$ cat src/rtl/core/tftpc_pkg.sv
// ----------------------------------------------------------------------------
// TFTP client package
// Shared types, codes and constants of the stop-and-wait TFTP client.
// ----------------------------------------------------------------------------
package tftpc_pkg;

  localparam int unsigned BLOCK_BYTES = 512;
  localparam int unsigned LEN_W       = 10;
  localparam int unsigned BLK_W       = 16;
  localparam int unsigned TOTAL_W     = 32;
  localparam int unsigned TICK_W      = 16;
  localparam int unsigned RETRY_W     = 4;

  localparam logic [TICK_W-1:0]  TIMEOUT_RST = 16'd100;
  localparam logic [RETRY_W-1:0] RETRY_RST   = 4'd5;

  // Result queue depth; an item may push up to three results.
  localparam int unsigned QDEPTH  = 8;
  localparam int unsigned QPTR_W  = $clog2(QDEPTH);
  localparam int unsigned QCNT_W  = QPTR_W + 1;
  localparam int unsigned MAX_RES = 3;

  localparam int unsigned PADDR_W = 3;

  // Register indexes on the configuration port.
  typedef enum logic {
    REG_TIMEOUT = 1'b0,
    REG_RETRY   = 1'b1
  } reg_idx_t;

  // Input commands.
  typedef enum logic [2:0] {
    CMD_START_WRITE = 3'd0,
    CMD_START_READ  = 3'd1,
    CMD_TICK        = 3'd2,
    CMD_PACKET      = 3'd3,
    CMD_LOADED      = 3'd4
  } cmd_t;

  // TFTP packet opcodes.
  typedef enum logic [2:0] {
    OP_NONE = 3'd0,
    OP_RRQ  = 3'd1,
    OP_WRQ  = 3'd2,
    OP_DATA = 3'd3,
    OP_ACK  = 3'd4,
    OP_ERR  = 3'd5
  } tftp_op_t;

  // Result actions.
  typedef enum logic [2:0] {
    ACT_REQ   = 3'd0,
    ACT_DATA  = 3'd1,
    ACT_ACK   = 3'd2,
    ACT_WRITE = 3'd3,
    ACT_LOAD  = 3'd4,
    ACT_DONE  = 3'd5,
    ACT_FAIL  = 3'd6
  } act_t;

  typedef enum logic [4:0] {
    PH_IDLE      = 5'b00001,
    PH_REQ       = 5'b00010,
    PH_LOAD      = 5'b00100,
    PH_WAIT_ACK  = 5'b01000,
    PH_WAIT_DATA = 5'b10000
  } phase_t;

  typedef struct packed {
    logic [TICK_W-1:0]  timeout_ticks;
    logic [RETRY_W-1:0] retry_limit;
  } cfg_t;

  typedef struct packed {
    logic [2:0]         opcode;
    logic               transfer_mode;
    logic [2:0]         packet_kind;
    logic [BLK_W-1:0]   block_number;
    logic [LEN_W-1:0]   length;
  } item_t;

  typedef struct packed {
    logic [2:0]         action;
    logic [2:0]         packet_opcode;
    logic [BLK_W-1:0]   block;
    logic [LEN_W-1:0]   byte_count;
    logic               mode_echo;
    logic [TOTAL_W-1:0] bytes_moved;
    logic               last;
  } res_t;

  function automatic res_t mk_res(act_t act, tftp_op_t op, logic [BLK_W-1:0] blk,
                                  logic [LEN_W-1:0] cnt, logic mode,
                                  logic [TOTAL_W-1:0] bytes);
    res_t r;
    r.action        = act;
    r.packet_opcode = op;
    r.block         = blk;
    r.byte_count    = cnt;
    r.mode_echo     = mode;
    r.bytes_moved   = bytes;
    r.last          = 1'b0;
    return r;
  endfunction

endpackage

$ cat src/rtl/core/tftpc_cfg.sv
// ----------------------------------------------------------------------------
// TFTP client configuration registers
// APB-style register file holding the timeout and the retry limit.
// ----------------------------------------------------------------------------
module tftpc_cfg (
  input  logic                           clk,
  input  logic                           rst,
  input  logic                           psel,
  input  logic                           penable,
  input  logic                           pwrite,
  input  logic [tftpc_pkg::PADDR_W-1:0]  paddr,
  input  logic [31:0]                    pwdata,
  output logic [31:0]                    prdata,
  output logic                           pready,
  output tftpc_pkg::cfg_t                cfg
);
  import tftpc_pkg::*;

  logic [TICK_W-1:0]  timeout_ticks;
  logic [RETRY_W-1:0] retry_limit;
  logic               wr_en;
  reg_idx_t           idx;

  assign pready = 1'b1;
  assign idx    = reg_idx_t'(paddr[2]);
  assign wr_en  = psel && penable && pwrite && pready;

  always_ff @(posedge clk) begin
    if (rst) begin
      timeout_ticks <= TIMEOUT_RST;
      retry_limit   <= RETRY_RST;
    end else if (wr_en) begin
      case (idx)
        REG_TIMEOUT: timeout_ticks <= pwdata[TICK_W-1:0];
        REG_RETRY:   retry_limit   <= pwdata[RETRY_W-1:0];
        default:     ;
      endcase
    end
  end

  always_comb begin
    case (idx)
      REG_TIMEOUT: prdata = {{(32-TICK_W){1'b0}}, timeout_ticks};
      REG_RETRY:   prdata = {{(32-RETRY_W){1'b0}}, retry_limit};
      default:     prdata = '0;
    endcase
  end

  assign cfg.timeout_ticks = timeout_ticks;
  assign cfg.retry_limit   = retry_limit;

endmodule

$ cat src/rtl/core/tftpc_ctrl.sv
// ----------------------------------------------------------------------------
// TFTP client transfer controller
// Holds the transfer state and turns one accepted item into up to three
// results combinationally, in the cycle the item is accepted.
// ----------------------------------------------------------------------------
module tftpc_ctrl (
  input  logic                  clk,
  input  logic                  rst,
  input  tftpc_pkg::cfg_t       cfg,
  input  logic                  item_valid,
  input  tftpc_pkg::item_t      item,
  output logic [1:0]            res_num,
  output tftpc_pkg::res_t       res [tftpc_pkg::MAX_RES]
);
  import tftpc_pkg::*;

  phase_t              phase, phase_next;
  logic                is_download, is_download_next;
  logic                mode_bit, mode_bit_next;
  logic [BLK_W-1:0]    current_block, current_block_next;
  logic [LEN_W-1:0]    last_length, last_length_next;
  logic [TICK_W-1:0]   tick_count, tick_count_next;
  logic [RETRY_W-1:0]  retry_count, retry_count_next;
  logic [TOTAL_W-1:0]  byte_total, byte_total_next;

  logic [LEN_W-1:0]    len;
  logic [TICK_W:0]     tick_inc;
  logic [BLK_W-1:0]    block_inc;
  logic [TOTAL_W:0]    sum;
  logic [TOTAL_W-1:0]  total_add;
  logic                timed_out;
  logic                ack_ok;
  logic                data_ok;
  res_t                resend_res;

  assign len = (item.length > LEN_W'(BLOCK_BYTES)) ? LEN_W'(BLOCK_BYTES) : item.length;
  assign tick_inc  = {1'b0, tick_count} + 1'b1;
  assign timed_out = tick_inc >= {1'b0, cfg.timeout_ticks};
  assign block_inc = current_block + 1'b1;
  assign sum       = {1'b0, byte_total} + {{(TOTAL_W+1-LEN_W){1'b0}}, len};
  assign total_add = sum[TOTAL_W] ? '1 : sum[TOTAL_W-1:0];

  assign ack_ok = !is_download && (phase == PH_REQ || phase == PH_WAIT_ACK) &&
                  item.packet_kind == OP_ACK && item.block_number == current_block;
  assign data_ok = is_download && (phase == PH_REQ || phase == PH_WAIT_DATA) &&
                   item.packet_kind == OP_DATA && item.block_number == block_inc;

  always_comb begin
    case (phase)
      PH_REQ:      resend_res = mk_res(ACT_REQ, is_download ? OP_RRQ : OP_WRQ, '0, '0,
                                       mode_bit, '0);
      PH_WAIT_ACK: resend_res = mk_res(ACT_DATA, OP_DATA, current_block, last_length,
                                       1'b0, '0);
      default:     resend_res = mk_res(ACT_ACK, OP_ACK, current_block, '0, 1'b0, '0);
    endcase
  end

  always_comb begin
    phase_next         = phase;
    is_download_next   = is_download;
    mode_bit_next      = mode_bit;
    current_block_next = current_block;
    last_length_next   = last_length;
    tick_count_next    = tick_count;
    retry_count_next   = retry_count;
    byte_total_next    = byte_total;
    res_num            = 2'd0;
    for (int i = 0; i < MAX_RES; i++) begin
      res[i] = '0;
    end

    if (item_valid) begin
      case (item.opcode)
        CMD_START_WRITE, CMD_START_READ: begin
          if (phase == PH_IDLE) begin
            is_download_next   = item.opcode[0];
            mode_bit_next      = item.transfer_mode;
            current_block_next = '0;
            last_length_next   = '0;
            byte_total_next    = '0;
            tick_count_next    = '0;
            retry_count_next   = RETRY_W'(1);
            phase_next         = PH_REQ;
            res[0]  = mk_res(ACT_REQ, item.opcode[0] ? OP_RRQ : OP_WRQ, '0, '0,
                             item.transfer_mode, '0);
            res_num = 2'd1;
          end
        end
        CMD_TICK: begin
          if (phase == PH_REQ || phase == PH_WAIT_ACK || phase == PH_WAIT_DATA) begin
            if (timed_out) begin
              tick_count_next = '0;
              if (retry_count >= cfg.retry_limit) begin
                phase_next = PH_IDLE;
                res[0] = mk_res(ACT_FAIL, OP_NONE, '0, '0, 1'b0, byte_total);
              end else begin
                retry_count_next = retry_count + 1'b1;
                res[0] = resend_res;
              end
              res_num = 2'd1;
            end else begin
              tick_count_next = tick_inc[TICK_W-1:0];
            end
          end
        end
        CMD_PACKET: begin
          if (ack_ok) begin
            // A short DATA block that is acknowledged ends an upload.
            if (phase == PH_WAIT_ACK && last_length < LEN_W'(BLOCK_BYTES)) begin
              phase_next = PH_IDLE;
              res[0] = mk_res(ACT_DONE, OP_NONE, '0, '0, 1'b0, byte_total);
            end else begin
              current_block_next = block_inc;
              phase_next         = PH_LOAD;
              res[0] = mk_res(ACT_LOAD, OP_NONE, block_inc, '0, 1'b0, '0);
            end
            res_num = 2'd1;
          end else if (data_ok) begin
            current_block_next = item.block_number;
            last_length_next   = len;
            byte_total_next    = total_add;
            res[0] = mk_res(ACT_WRITE, OP_NONE, item.block_number, len, 1'b0, '0);
            res[1] = mk_res(ACT_ACK, OP_ACK, item.block_number, '0, 1'b0, '0);
            if (len < LEN_W'(BLOCK_BYTES)) begin
              phase_next = PH_IDLE;
              res[2]  = mk_res(ACT_DONE, OP_NONE, '0, '0, 1'b0, total_add);
              res_num = 2'd3;
            end else begin
              phase_next       = PH_WAIT_DATA;
              tick_count_next  = '0;
              retry_count_next = RETRY_W'(1);
              res_num          = 2'd2;
            end
          end
        end
        CMD_LOADED: begin
          if (phase == PH_LOAD) begin
            last_length_next = len;
            byte_total_next  = total_add;
            phase_next       = PH_WAIT_ACK;
            tick_count_next  = '0;
            retry_count_next = RETRY_W'(1);
            res[0]  = mk_res(ACT_DATA, OP_DATA, current_block, len, 1'b0, '0);
            res_num = 2'd1;
          end
        end
        default: ;
      endcase
    end

    case (res_num)
      2'd1:    res[0].last = 1'b1;
      2'd2:    res[1].last = 1'b1;
      2'd3:    res[2].last = 1'b1;
      default: ;
    endcase
  end

  always_ff @(posedge clk) begin
    if (rst) begin
      phase         <= PH_IDLE;
      is_download   <= 1'b0;
      mode_bit      <= 1'b0;
      current_block <= '0;
      last_length   <= '0;
      tick_count    <= '0;
      retry_count   <= '0;
      byte_total    <= '0;
    end else begin
      phase         <= phase_next;
      is_download   <= is_download_next;
      mode_bit      <= mode_bit_next;
      current_block <= current_block_next;
      last_length   <= last_length_next;
      tick_count    <= tick_count_next;
      retry_count   <= retry_count_next;
      byte_total    <= byte_total_next;
    end
  end

endmodule

$ cat src/rtl/core/tftpc_rq.sv
// ----------------------------------------------------------------------------
// TFTP client result queue
// Small queue that takes up to three results a cycle and hands out one while out_ready is high.
// ----------------------------------------------------------------------------
module tftpc_rq (
  input  logic                               clk,
  input  logic                               rst,
  input  logic [1:0]                         push_num,
  input  tftpc_pkg::res_t                    push_res [tftpc_pkg::MAX_RES],
  output logic                               room,
  output logic                               out_valid,
  input  logic                               out_ready,
  output tftpc_pkg::res_t                    out_res
);
  import tftpc_pkg::*;

  res_t              mem [QDEPTH];
  logic [QPTR_W-1:0] wr_ptr;
  logic [QPTR_W-1:0] rd_ptr;
  logic [QCNT_W-1:0] count;
  logic              pop;

  assign out_valid = count != '0;
  assign pop       = out_valid && out_ready;
  assign out_res   = mem[rd_ptr];
  // Room for the worst case of one item.
  assign room      = count <= QCNT_W'(QDEPTH - MAX_RES);

  always_ff @(posedge clk) begin
    for (int i = 0; i < MAX_RES; i++) begin
      if (QCNT_W'(i) < {{(QCNT_W-2){1'b0}}, push_num}) begin
        mem[wr_ptr + QPTR_W'(i)] <= push_res[i];
      end
    end
  end

  always_ff @(posedge clk) begin
    if (rst) begin
      wr_ptr <= '0;
      rd_ptr <= '0;
      count  <= '0;
    end else begin
      wr_ptr <= wr_ptr + QPTR_W'(push_num);
      rd_ptr <= rd_ptr + QPTR_W'(pop);
      count  <= count + QCNT_W'(push_num) - QCNT_W'(pop);
    end
  end

endmodule

$ cat src/rtl/core/tftp_stop_and_wait_client.sv
// ----------------------------------------------------------------------------
// TFTP stop-and-wait client
// Lock-step TFTP client controller with timeout, retries and byte totals.
// ----------------------------------------------------------------------------
//  Channel  Direction  Contents
//  s_*      in         commands, ticks, packet headers, block-loaded notices
//  m_*      out        actions: send request/DATA/ACK, write, load, done, failed
//  apb      in/out     timeout_ticks at 0x0, retry_limit at 0x4
//
// An item is handled in the cycle its transfer is taken and its results
// enter a queue of eight entries; the first result is offered on the next
// cycle, one per cycle while m_tready is high. s_tready is high while the
// queue has room for three results, so single-result items then flow at
// one per cycle. Reset is synchronous and clears transfer state and queue.
module tftp_stop_and_wait_client (
  input  logic                          clk,
  input  logic                          rst,
  input  logic                          s_tvalid,
  output logic                          s_tready,
  // transfer_mode[0], packet_kind[3:1], block_number[19:4], length[29:20]
  input  logic [31:0]                   s_tdata,
  // opcode[2:0]
  input  logic [2:0]                    s_tuser,
  output logic                          m_tvalid,
  input  logic                          m_tready,
  // packet_opcode[2:0], block[18:3], byte_count[28:19], mode_echo[29],
  // bytes_moved[61:30]
  output logic [63:0]                   m_tdata,
  // action[2:0]
  output logic [2:0]                    m_tuser,
  output logic                          m_tlast,
  input  logic                          psel,
  input  logic                          penable,
  input  logic                          pwrite,
  input  logic [tftpc_pkg::PADDR_W-1:0] paddr,
  input  logic [31:0]                   pwdata,
  output logic [31:0]                   prdata,
  output logic                          pready
);
  import tftpc_pkg::*;

  cfg_t       cfg;
  item_t      item;
  logic       item_valid;
  logic [1:0] res_num;
  res_t       res [MAX_RES];
  res_t       out_res;
  logic       room;

  assign s_tready   = room;
  assign item_valid = s_tvalid && s_tready;

  assign item.opcode        = s_tuser;
  assign item.transfer_mode = s_tdata[0];
  assign item.packet_kind   = s_tdata[3:1];
  assign item.block_number  = s_tdata[19:4];
  assign item.length        = s_tdata[29:20];

  tftpc_cfg u_cfg (
    .clk     (clk),
    .rst     (rst),
    .psel    (psel),
    .penable (penable),
    .pwrite  (pwrite),
    .paddr   (paddr),
    .pwdata  (pwdata),
    .prdata  (prdata),
    .pready  (pready),
    .cfg     (cfg)
  );

  tftpc_ctrl u_ctrl (
    .clk        (clk),
    .rst        (rst),
    .cfg        (cfg),
    .item_valid (item_valid),
    .item       (item),
    .res_num    (res_num),
    .res        (res)
  );

  tftpc_rq u_rq (
    .clk       (clk),
    .rst       (rst),
    .push_num  (res_num),
    .push_res  (res),
    .room      (room),
    .out_valid (m_tvalid),
    .out_ready (m_tready),
    .out_res   (out_res)
  );

  assign m_tuser = out_res.action;
  assign m_tlast = out_res.last;
  assign m_tdata = {2'b00, out_res.bytes_moved, out_res.mode_echo, out_res.byte_count,
                    out_res.block, out_res.packet_opcode};

endmodule

$ cat config.mk
export PLATFORM = sky130hd
export DESIGN_NAME = tftp_stop_and_wait_client
export DESIGN_NICKNAME = d
export VERILOG_FILES = /design/src/rtl/core/tftpc_pkg.sv /design/src/rtl/core/tftpc_cfg.sv /design/src/rtl/core/tftpc_ctrl.sv /design/src/rtl/core/tftpc_rq.sv /design/src/rtl/core/tftp_stop_and_wait_client.sv
export SDC_FILE = /design/constraint.sdc
export NUM_CORES = 1
export LEC_CHECK = 0
export BUFFER_PORTS_ARGS = -buffer_cell sky130_fd_sc_hd__buf_2
export CORE_MARGIN = 4
export CORE_UTILIZATION = 55
export CTS_CLUSTER_SIZE = 25
export DETAILED_ROUTE_END_ITERATION = 8
export PLACE_DENSITY_LB_ADDON = 0.12
export SLEW_MARGIN = 20
export SYNTH_ARGS = -nofsm -noshare
export SYNTH_HDL_FRONTEND = slang
export SYNTH_SLANG_ARGS = --single-unit
$ cat constraint.sdc
create_clock -name clk -period 6.2 [get_ports clk]
set_input_delay 1.24 -clock clk [delete_from_list [all_inputs] [get_ports clk]]
set_output_delay 1.24 -clock clk [all_outputs]
set_load 0.03 [all_outputs]
Word-level counts from Yosys, hierarchy flattened
Memories as Yosys holds them, arrays and structs flattened. A register that Yosys moved wholly into a read port is not among the register bits. Cells that the tools add are included.

$add $sub $neg: 10. Multipliers: 0. Divide/modulo/power cells: 0. Order comparisons: 9. Equal/unequal tests: 27. Shift operators: 0. Mux-type cells: 79. Bitwise operators: 1. Reductions and logical operators: 29.

Operator list (count): two-way mux 66 bit (5); two-way mux 132 bit (2); case mux 66 bit (4 select lines) (1); two-way mux 198 bit (1); two-way mux 197 bit (1); two-way mux 16 bit (10); two-way mux 32 bit (5); case mux 65 bit (2 select lines) (1); two-way mux 64 bit (2); case mux 32 bit (3 select lines) (1); case mux 16 bit (4 select lines) (1); case mux 32 bit (2 select lines) (1); two-way mux 63 bit (1); two-way mux 10 bit (5); two-way mux 5 bit (8); adder 32 x 10 -> 33 bit (1); equality test 16 bit (2); two-way mux 4 bit (8); case mux 16 bit (2 select lines) (1); case mux 10 bit (3 select lines) (1); less-than comparator 10 bit, second input constant (2); case mux 5 bit (4 select lines) (1); adder 16 x 1 -> 17 bit, second input constant (1); greater-or-equal comparator 17 x 16 -> 1 bit (1); 47 further kinds (92).

Register bits after elaboration: 115. Bits in latches: 0. Bits in writable memories: 528. ROM bits: 0. Output and inout port bits: 103. Word-level logic and storage cells: 169. Memories: 1.

Memory list: u_rq.mem (depth 8, width 66, rd ports 1, clocked after Yosys merged registers in 1, write ports 3, RTL line tftpc_rq.sv:17) `res_t mem [QDEPTH];`.

Depth between registers and ports, before layout
Gate-level depths: netlist of run 1.

Word-level depth: 12. Gate-level depth with buffers: 20.

Hierarchy
A second synthesis of run 1 with hierarchy kept.

Cell total of the unflattened synthesis: 5056. Area total of the unflattened synthesis: 45313.5 um^2.

By module, submodules not included: tftpc_rq (instances 1, cells an instance 3738, area each 35666.7 um^2); tftpc_ctrl (instances 1, cells an instance 1192, area each 8473.1 um^2); tftpc_cfg (instances 1, cells an instance 122, area each 1148.6 um^2); tftp_stop_and_wait_client (instances 1, cells an instance 4, area each 25.0 um^2).

Least setup slack after synthesis of run 1
Ideal clock, no wire load.

Path type: input to register. From: input s_tdata[14]. To: memory u_rq.mem[1][0] (netlist bit) (enable). Arrival time: 5.898 ns. Required time: 5.724 ns. Setup slack: -0.174 ns. Cell stages on the path: 9. Path buffers: 2. Path through: xnor2_1 xor2_1 or3_1 a211o_1 or4_1 buf_2 o31a_1 buf_6 o21ai_0.

RTL lines: start: declaration (RTL line tftp_stop_and_wait_client.sv:21) `input logic [31:0] s_tdata,`; end: declaration (RTL line tftpc_rq.sv:17).

==> flow_metrics.tcl, run 1 <==
set metrics [dict create \
    nNetsFinal 3456 \
    dp_slack_ns 0.7898 \
    fin_hold_ws_ns 0.4330 \
    r2r_end "u_rq.mem[2][7]$_DFFE_PP_" \
    power.density_nw_per_um2 285.3 \
    core-area_um2 59350 \
    netlist.area_leader.share_pct 25.33 \
    pwr-share-comb_pct 17.7 \
    r2r-start "u_ctrl.current_block[0]$_SDFFE_PP0P_" \
    vias_per_cell 6.859 \
    cp.required_ns 6.48 \
    design_area_um2 36880 \
    ff2ff_path_depth 10 \
    grt-ovfl-total 0 \
    setup_tns_ns 0 \
    synthArstFlopShare_pct 0 \
    initial_utilization_pct 55.93 \
    routed.top_layer "met5" \
    holdPathEnd "u_rq.mem[2][61]$_SDFFE_PP0N_" \
    wirelength_um 110600 \
    yosysWarnings 0 \
    synthCells 3294 \
    finalHoldViolCount 0 \
    ys_seq_elements 643 \
    die_area_um2 64350 \
    drt_iter0_drc 3302 \
    clock_path_buffers 3 \
    clkLatencyLatePin_ns 0.62 \
    fp.dieW_um 253.7 \
    wl_per_cell_um 26.59 \
    cell_internal_pwr_mw 7.615 \
    maxCapViolCount 0 \
    antenna_found_initial 3 \
    dpl-instance-area_um2 34610 \
    grt_start_max_net_pins 69 \
    ant_nets 0 \
    grt_pass1_wl_um 166500 \
    synth.largest_area_cell "edfxtp_1" \
    setup-violations-final 0 \
    finalPower_mw 10.52 \
    switching_share_pct 27.62 \
    fmax_ghz 0.1875 \
    instances_no_fill 4160 \
    ir_drop_mv 0.2380 \
    cts_resized 0 \
    ctsHoldBuffers 0 \
    min_period_ns 5.335 \
    synth_ff_type "dfxtp_1" \
    postCtsSetupBuffers 0 \
    gp_congestion 0.9532 \
    drc 0 \
    synth-edff-count 280 \
    hold_path_depth 2 \
    rows 89 \
    finClkSkew_ns 0.02582 \
    cts.sinks 643 \
    p_clk_share_pct 39.0 \
    place.detailed.hpwl_um 68100 \
    hp-class "flop to flop" \
    die_h_um 253.7 \
    outcome "completed" \
    ys_types 90 \
    fillers 4836 \
    path_class "flop to flop" \
    ioPinCount 180 \
    r2r_setup_slack_ns 0.87 \
    synth_seq_area_share_pct 47.22 \
    dr_wl_met2_um 52450 \
    numCtsBuffers 71 \
    portBuffers 140 \
    drive_gt1_share_pct 17.93 \
    grt_usage_pct 33.48 \
    leakage_nw 12.44 \
    crit_path_end_kind "flop" \
    cts_root_buf "clkbuf_16" \
    cts_max_level 3 \
    multi_input_comb_area_um2 16140 \
    wl_met3_um 11190 \
    crit_path_start_kind "flop" \
    synth_area_per_cell_um2 10.08 \
    placedCellCount 4030 \
    p_sw_mw 2.906 \
    drt_first_pass_iters 8 \
    vias 28532 \
    grt_pass1_vias 28335 \
    critPathMaxFanout 35 \
    final_util_pct 62.13 \
    setup_slack_ns 0.8654 \
    finalCritPeriodShare_pct 86.04 \
    min_from "u_rq.mem[2][61]$_SDFFE_PP0N_" \
    area_delta_synth_final_pct 11.10 \
    maxSlewViolCount 0 \
    worst_pin_slew_ns 1.145 \
    p_seq_share_pct 43.3 \
    clkTransAtPathRegs_ns 0.06 \
    synth_area_leaders "edfxtp_1 (25%), dfxtp_1 (22%), mux4_2 (9.0%)" \
    cts_tree "yes" \
    rsz0062_at_grt "no" \
    m1WireLength_um 41840 \
    synthesis.area_um2 33190 \
    critPathArrivalTime_ns 5.61 \
    register_area_um2 15690 \
    maxSlewHeadroom_pct 23.66 \
]
==> Yosys cell counts, drive strengths merged (17+ instances only) <==
master    n
mux4    132
nor4     17
a21oi   229
nor2b    18
inv      59
dfxtp   363
clkbuf  174
buf     115
o22ai   263
a221oi   20
mux2     67
a22oi    92
o21ai   181
nor3     97
nand3    69
nand2   444
edfxtp  280
nor2    176
ha       44
and3     31
xor2     31
nand4    22
and2     22
or3      22
xnor2    43
mux2i    28
nand2b   45
==> worst max-delay path, cell delays in order, from the launching register on <==
cell and delay, ns:
dfxtp_1 0.52, ha_1 0.42, nand3_4 0.19, or4_4 0.63, xor2_1 0.19, or4_4 0.58, or4_1 0.66, o41ai_4 0.71
nand3_4 0.55, nand3_2 0.23, buf_12 0.28
==> power by group through the flow <==
stage               Clock, mW  Combinational, mW  Sequential (mW)
global placement            0               1.84             4.65
detailed placement          0               1.86             4.65
global route             4.34               1.97             4.57
floorplan                   0               1.47             4.54
finish                   4.10               1.86             4.56
CTS                      4.14               1.87             4.56
==> worst max path at each step <==
stage | slack (ns) | endpoint | depth (start not counted) | startpoint
after floorplan | 0.78 | u_rq.mem[1][0]$_DFFE_PP_ | 9 | s_tdata[14]
after global placement | 0.81 | u_rq.mem[2][12]$_DFFE_PP_ | 10 | s_tdata[4]
after detailed placement | 0.79 | u_rq.mem[2][17]$_DFFE_PP_ | 10 | s_tdata[14]
after CTS | 0.98 | u_rq.mem[4][24]$_DFFE_PP_ | 17 | u_ctrl.tick_count[0]$_SDFFE_PP0P_
after global routing | 0.58 | u_rq.mem[4][23]$_DFFE_PP_ | 17 | u_ctrl.tick_count[0]$_SDFFE_PP0P_
final | 0.87 | u_rq.mem[2][7]$_DFFE_PP_ | 10 | u_ctrl.current_block[0]$_SDFFE_PP0P_
==> per-layer routing <==
layer	up-vias	GRT usage, %
li1	12471	-
met1	13956	43.14
met2	1750	55.05
met3	351	6.243
met4	4	15.94
met5	-	0
==> layout make-up <==
cell class / instances / area share, %
Antenna cell: 1 / 0.006786
Multi-Input combinational cell: 2317 / 43.78
Timing Repair Buffer: 237 / 4.336
Clock buffer: 103 / 5.564
Tap cell: 773 / 2.623
Inverter: 62 / 0.6311
Clock inverter: 24 / 0.5259
Sequential cell: 643 / 42.54
==> flip-flops by register name (all words and copies together), names as in the netlist <==
| signal | cells |
|---|---|
| u_cfg.retry_limit | 4 |
| u_cfg.timeout_ticks | 16 |
| u_ctrl.byte_total | 32 |
| u_ctrl.current_block | 16 |
| u_ctrl.is_download | 1 |
| u_ctrl.last_length | 10 |
| u_ctrl.mode_bit | 1 |
| u_ctrl.phase | 5 |
| u_ctrl.retry_count | 4 |
| u_ctrl.tick_count | 16 |
| u_rq.count | 4 |
| u_rq.mem | 528 |
| u_rq.rd_ptr | 3 |
| u_rq.wr_ptr | 3 |
==> layout by cell type, fill, tap and decap left out, drive strengths merged, types with 9 or more instances in the layout <==
cell / instances
mux2i: 28
o22ai: 263
or2: 10
a221oi: 20
nand2b: 45
a211o: 9
mux4: 132
a32oi: 14
and2: 22
nor2b: 18
edfxtp: 280
conb: 19
o21ai: 181
a21oi: 229
nor2: 176
dfxtp: 363
a21o: 10
xor2: 31
inv: 59
xnor2: 43
mux2: 67
ha: 44
nand2: 444
or3: 22
clkbuf: 104
clkinv: 23
nor3: 97
o31ai: 14
a31oi: 9
nand3: 69
a32o: 10
or4: 13
and3: 31
a22oi: 92
nor4: 17
nand3b: 11
buf: 236
nand4: 22
==> cells by family after synthesis <==
kind of cell / count (synthesis) / share of synthesized area (%)
AO/OA/AOI/OAI: 931 / 17.50
XOR/XNOR: 74 / 1.953
adder cells (fa/ha/maj): 47 / 1.839
buffers and inverters: 351 / 4.663
flip-flops: 643 / 47.22
multiplexers: 227 / 12.07
other: 2 / 0.02262
AND/OR/NAND/NOR: 1019 / 14.72
Note: power is estimated with default switching activity, not from simulation.
==> run 2, diff against run 1 <==
--- a/config.mk
+++ b/config.mk
@@ -6,6 +6,7 @@
 export NUM_CORES = 1
 export LEC_CHECK = 0
 export BUFFER_PORTS_ARGS = -buffer_cell sky130_fd_sc_hd__buf_2
+export CORE_ASPECT_RATIO = 0.75
 export CORE_MARGIN = 4
 export CORE_UTILIZATION = 55
 export CTS_CLUSTER_SIZE = 25
==> run 2 against run 1 <==
Net effect: register-to-register slack got worse by 0.27 ns; sequential power about the same; clock power about the same; setup slack got worse by 0.27 ns; maximum frequency decreased by 4.9%; via count increased by 1.0%.
==> flow_metrics.tcl, run 2 (synthesis results as in run 1) <==
set metrics [dict create \
    wirelength_um 112000 \
    grt_pass1_wl_um 168400 \
    cts.sinks 643 \
    worst_pin_slew_ns 1.155 \
    dpl-instance-area_um2 34720 \
    drive_gt1_share_pct 18.09 \
    fmax_ghz 0.1783 \
    drt_iter0_drc 3949 \
    min_period_ns 5.609 \
    design_area_um2 36940 \
    placedCellCount 4062 \
    initial_utilization_pct 55.93 \
    drt_first_pass_iters 6 \
    clkTransAtPathRegs_ns 0.07 \
    place.detailed.hpwl_um 69560 \
    critPathMaxFanout 35 \
    die_h_um 220.8 \
    cts_tree "yes" \
    leakage_nw 12.47 \
    finClkSkew_ns 0.02272 \
    grt_pass1_vias 27789 \
    critPathArrivalTime_ns 5.84 \
    postCtsSetupBuffers 0 \
    ir_drop_mv 0.2215 \
    vias_per_cell 6.884 \
    drc 0 \
    cp.required_ns 6.44 \
    vias 28824 \
    rows 77 \
    area_delta_synth_final_pct 11.29 \
    crit_path_start_kind "flop" \
    crit_path_end_kind "flop" \
    grt-ovfl-total 0 \
    outcome "completed" \
    setup-violations-final 0 \
    hp-class "flop to flop" \
    finalHoldViolCount 0 \
    reg_top3 "u_rq.mem: 528 flops, u_ctrl.byte_total: 32 flops" \
    fillers 4886 \
    most-common-layout-cells "nand2_1 (431), dfxtp_1 (360), edfxtp_1 (280)" \
    ioPinCount 180 \
    maxCapViolCount 0 \
    fp.dieW_um 291.7 \
    power.density_nw_per_um2 285.0 \
    finalCritPeriodShare_pct 90.46 \
    cts_max_level 3 \
    grt_start_max_net_pins 78 \
    top_register "u_rq.mem" \
    antenna_found_initial 5 \
    instances_no_fill 4187 \
    gp_congestion 1.002 \
    maxSlewHeadroom_pct 23.00 \
    wl_per_cell_um 26.74 \
    portBuffers 140 \
    grt_usage_pct 33.89 \
    cts_root_buf "clkbuf_16" \
    rsz0062_at_grt "no" \
    ctsHoldBuffers 0 \
    setup_tns_ns 0 \
    core-area_um2 59350 \
    clkLatencyLatePin_ns 0.62 \
    largest_reg_flops 528 \
    nNetsFinal 3465 \
    layout_commonest_cell "nand2_1" \
    final_util_pct 62.25 \
    die_area_um2 64390 \
    maxSlewViolCount 0 \
    ant_nets 0 \
    path_class "flop to flop" \
    cts_resized 0 \
    finalPower_mw 10.53 \
    numCtsBuffers 67 \
    clock_path_buffers 3 \
]
run 2: cell count changes in the layout (fill, tap and decap cells not counted), sizes merged:
cell / before / now
clkinvlp: 2 / 1
bufinv: 2 / 4
inv: 59 / 61
diode: 1 / 3
buf: 236 / 250
clkinv: 23 / 19
clkbuf: 104 / 99
run 2: worst paths after layout:
check | from | end | slack (ns) | cells after the start
hold / removal | u_rq.mem[2][42]$_SDFFE_PP0N_ | u_rq.mem[2][42]$_SDFFE_PP0N_ | 0.44 | 2
setup / recovery | u_ctrl.current_block[0]$_SDFFE_PP0P_ | u_rq.mem[5][26]$_DFFE_PP_ | 0.59 | 10
setup reg to reg | u_ctrl.current_block[0]$_SDFFE_PP0P_ | u_rq.mem[5][26]$_DFFE_PP_ | 0.59 | 10
hold reg to reg | u_rq.mem[2][42]$_SDFFE_PP0N_ | u_rq.mem[2][42]$_SDFFE_PP0N_ | 0.44 | 2
run 2: critical path, cell delays in order, from the launching register on:
cell     delay (ns)
dfxtp_1        0.52
ha_1           0.45
nand3_4        0.20
or4_4          0.63
xor2_1         0.19
or4_4          0.57
or4_1          0.67
o41ai_4        0.57
nand3_2        0.61
nand2_2        0.18
buf_4          0.59
run 2: layout make-up:
cell class	count	area [µm²]	share of cell area, %
antenna	3	7.507	0.02032
clock buffer	99	1951	5.280
clock inverter	23	256.5	0.6943
inverter	62	232.7	0.6300
multi-input combinational	2317	16130	43.67
sequential	643	15690	42.46
tap	790	988.4	2.676
timing repair buffer	250	1687	4.566
run 2: metal layers:
| metal | GRT usage [%] | part of all wire (%) | vias up |
|---|---|---|---|
| li1 | - | - | 12463 |
| met1 | 48.80 | 41 | 14189 |
| met2 | 51.24 | 44 | 1942 |
| met3 | 8.459 | 13 | 228 |
| met4 | 9.831 | 2.4 | 2 |
| met5 | 0 | 0.012 | - |
run 2: power breakdown:
group | total, mW | internal, mW | switching, mW
Combinational | 1.85 | 0.803 | 1.05
Sequential | 4.57 | 4.43 | 0.137
Clock | 4.10 | 2.36 | 1.74
Total | 10.5 | 7.60 | 2.93
run 2: through the flow:
stage               hold slack [ns]  setup slack, ns
floorplan                    0.4102           0.7768
global placement             0.4185           0.5859
detailed placement           0.4283           0.4965
CTS                          0.4378           0.7157
global route                 0.4554           0.3292
finish                       0.4356           0.5913
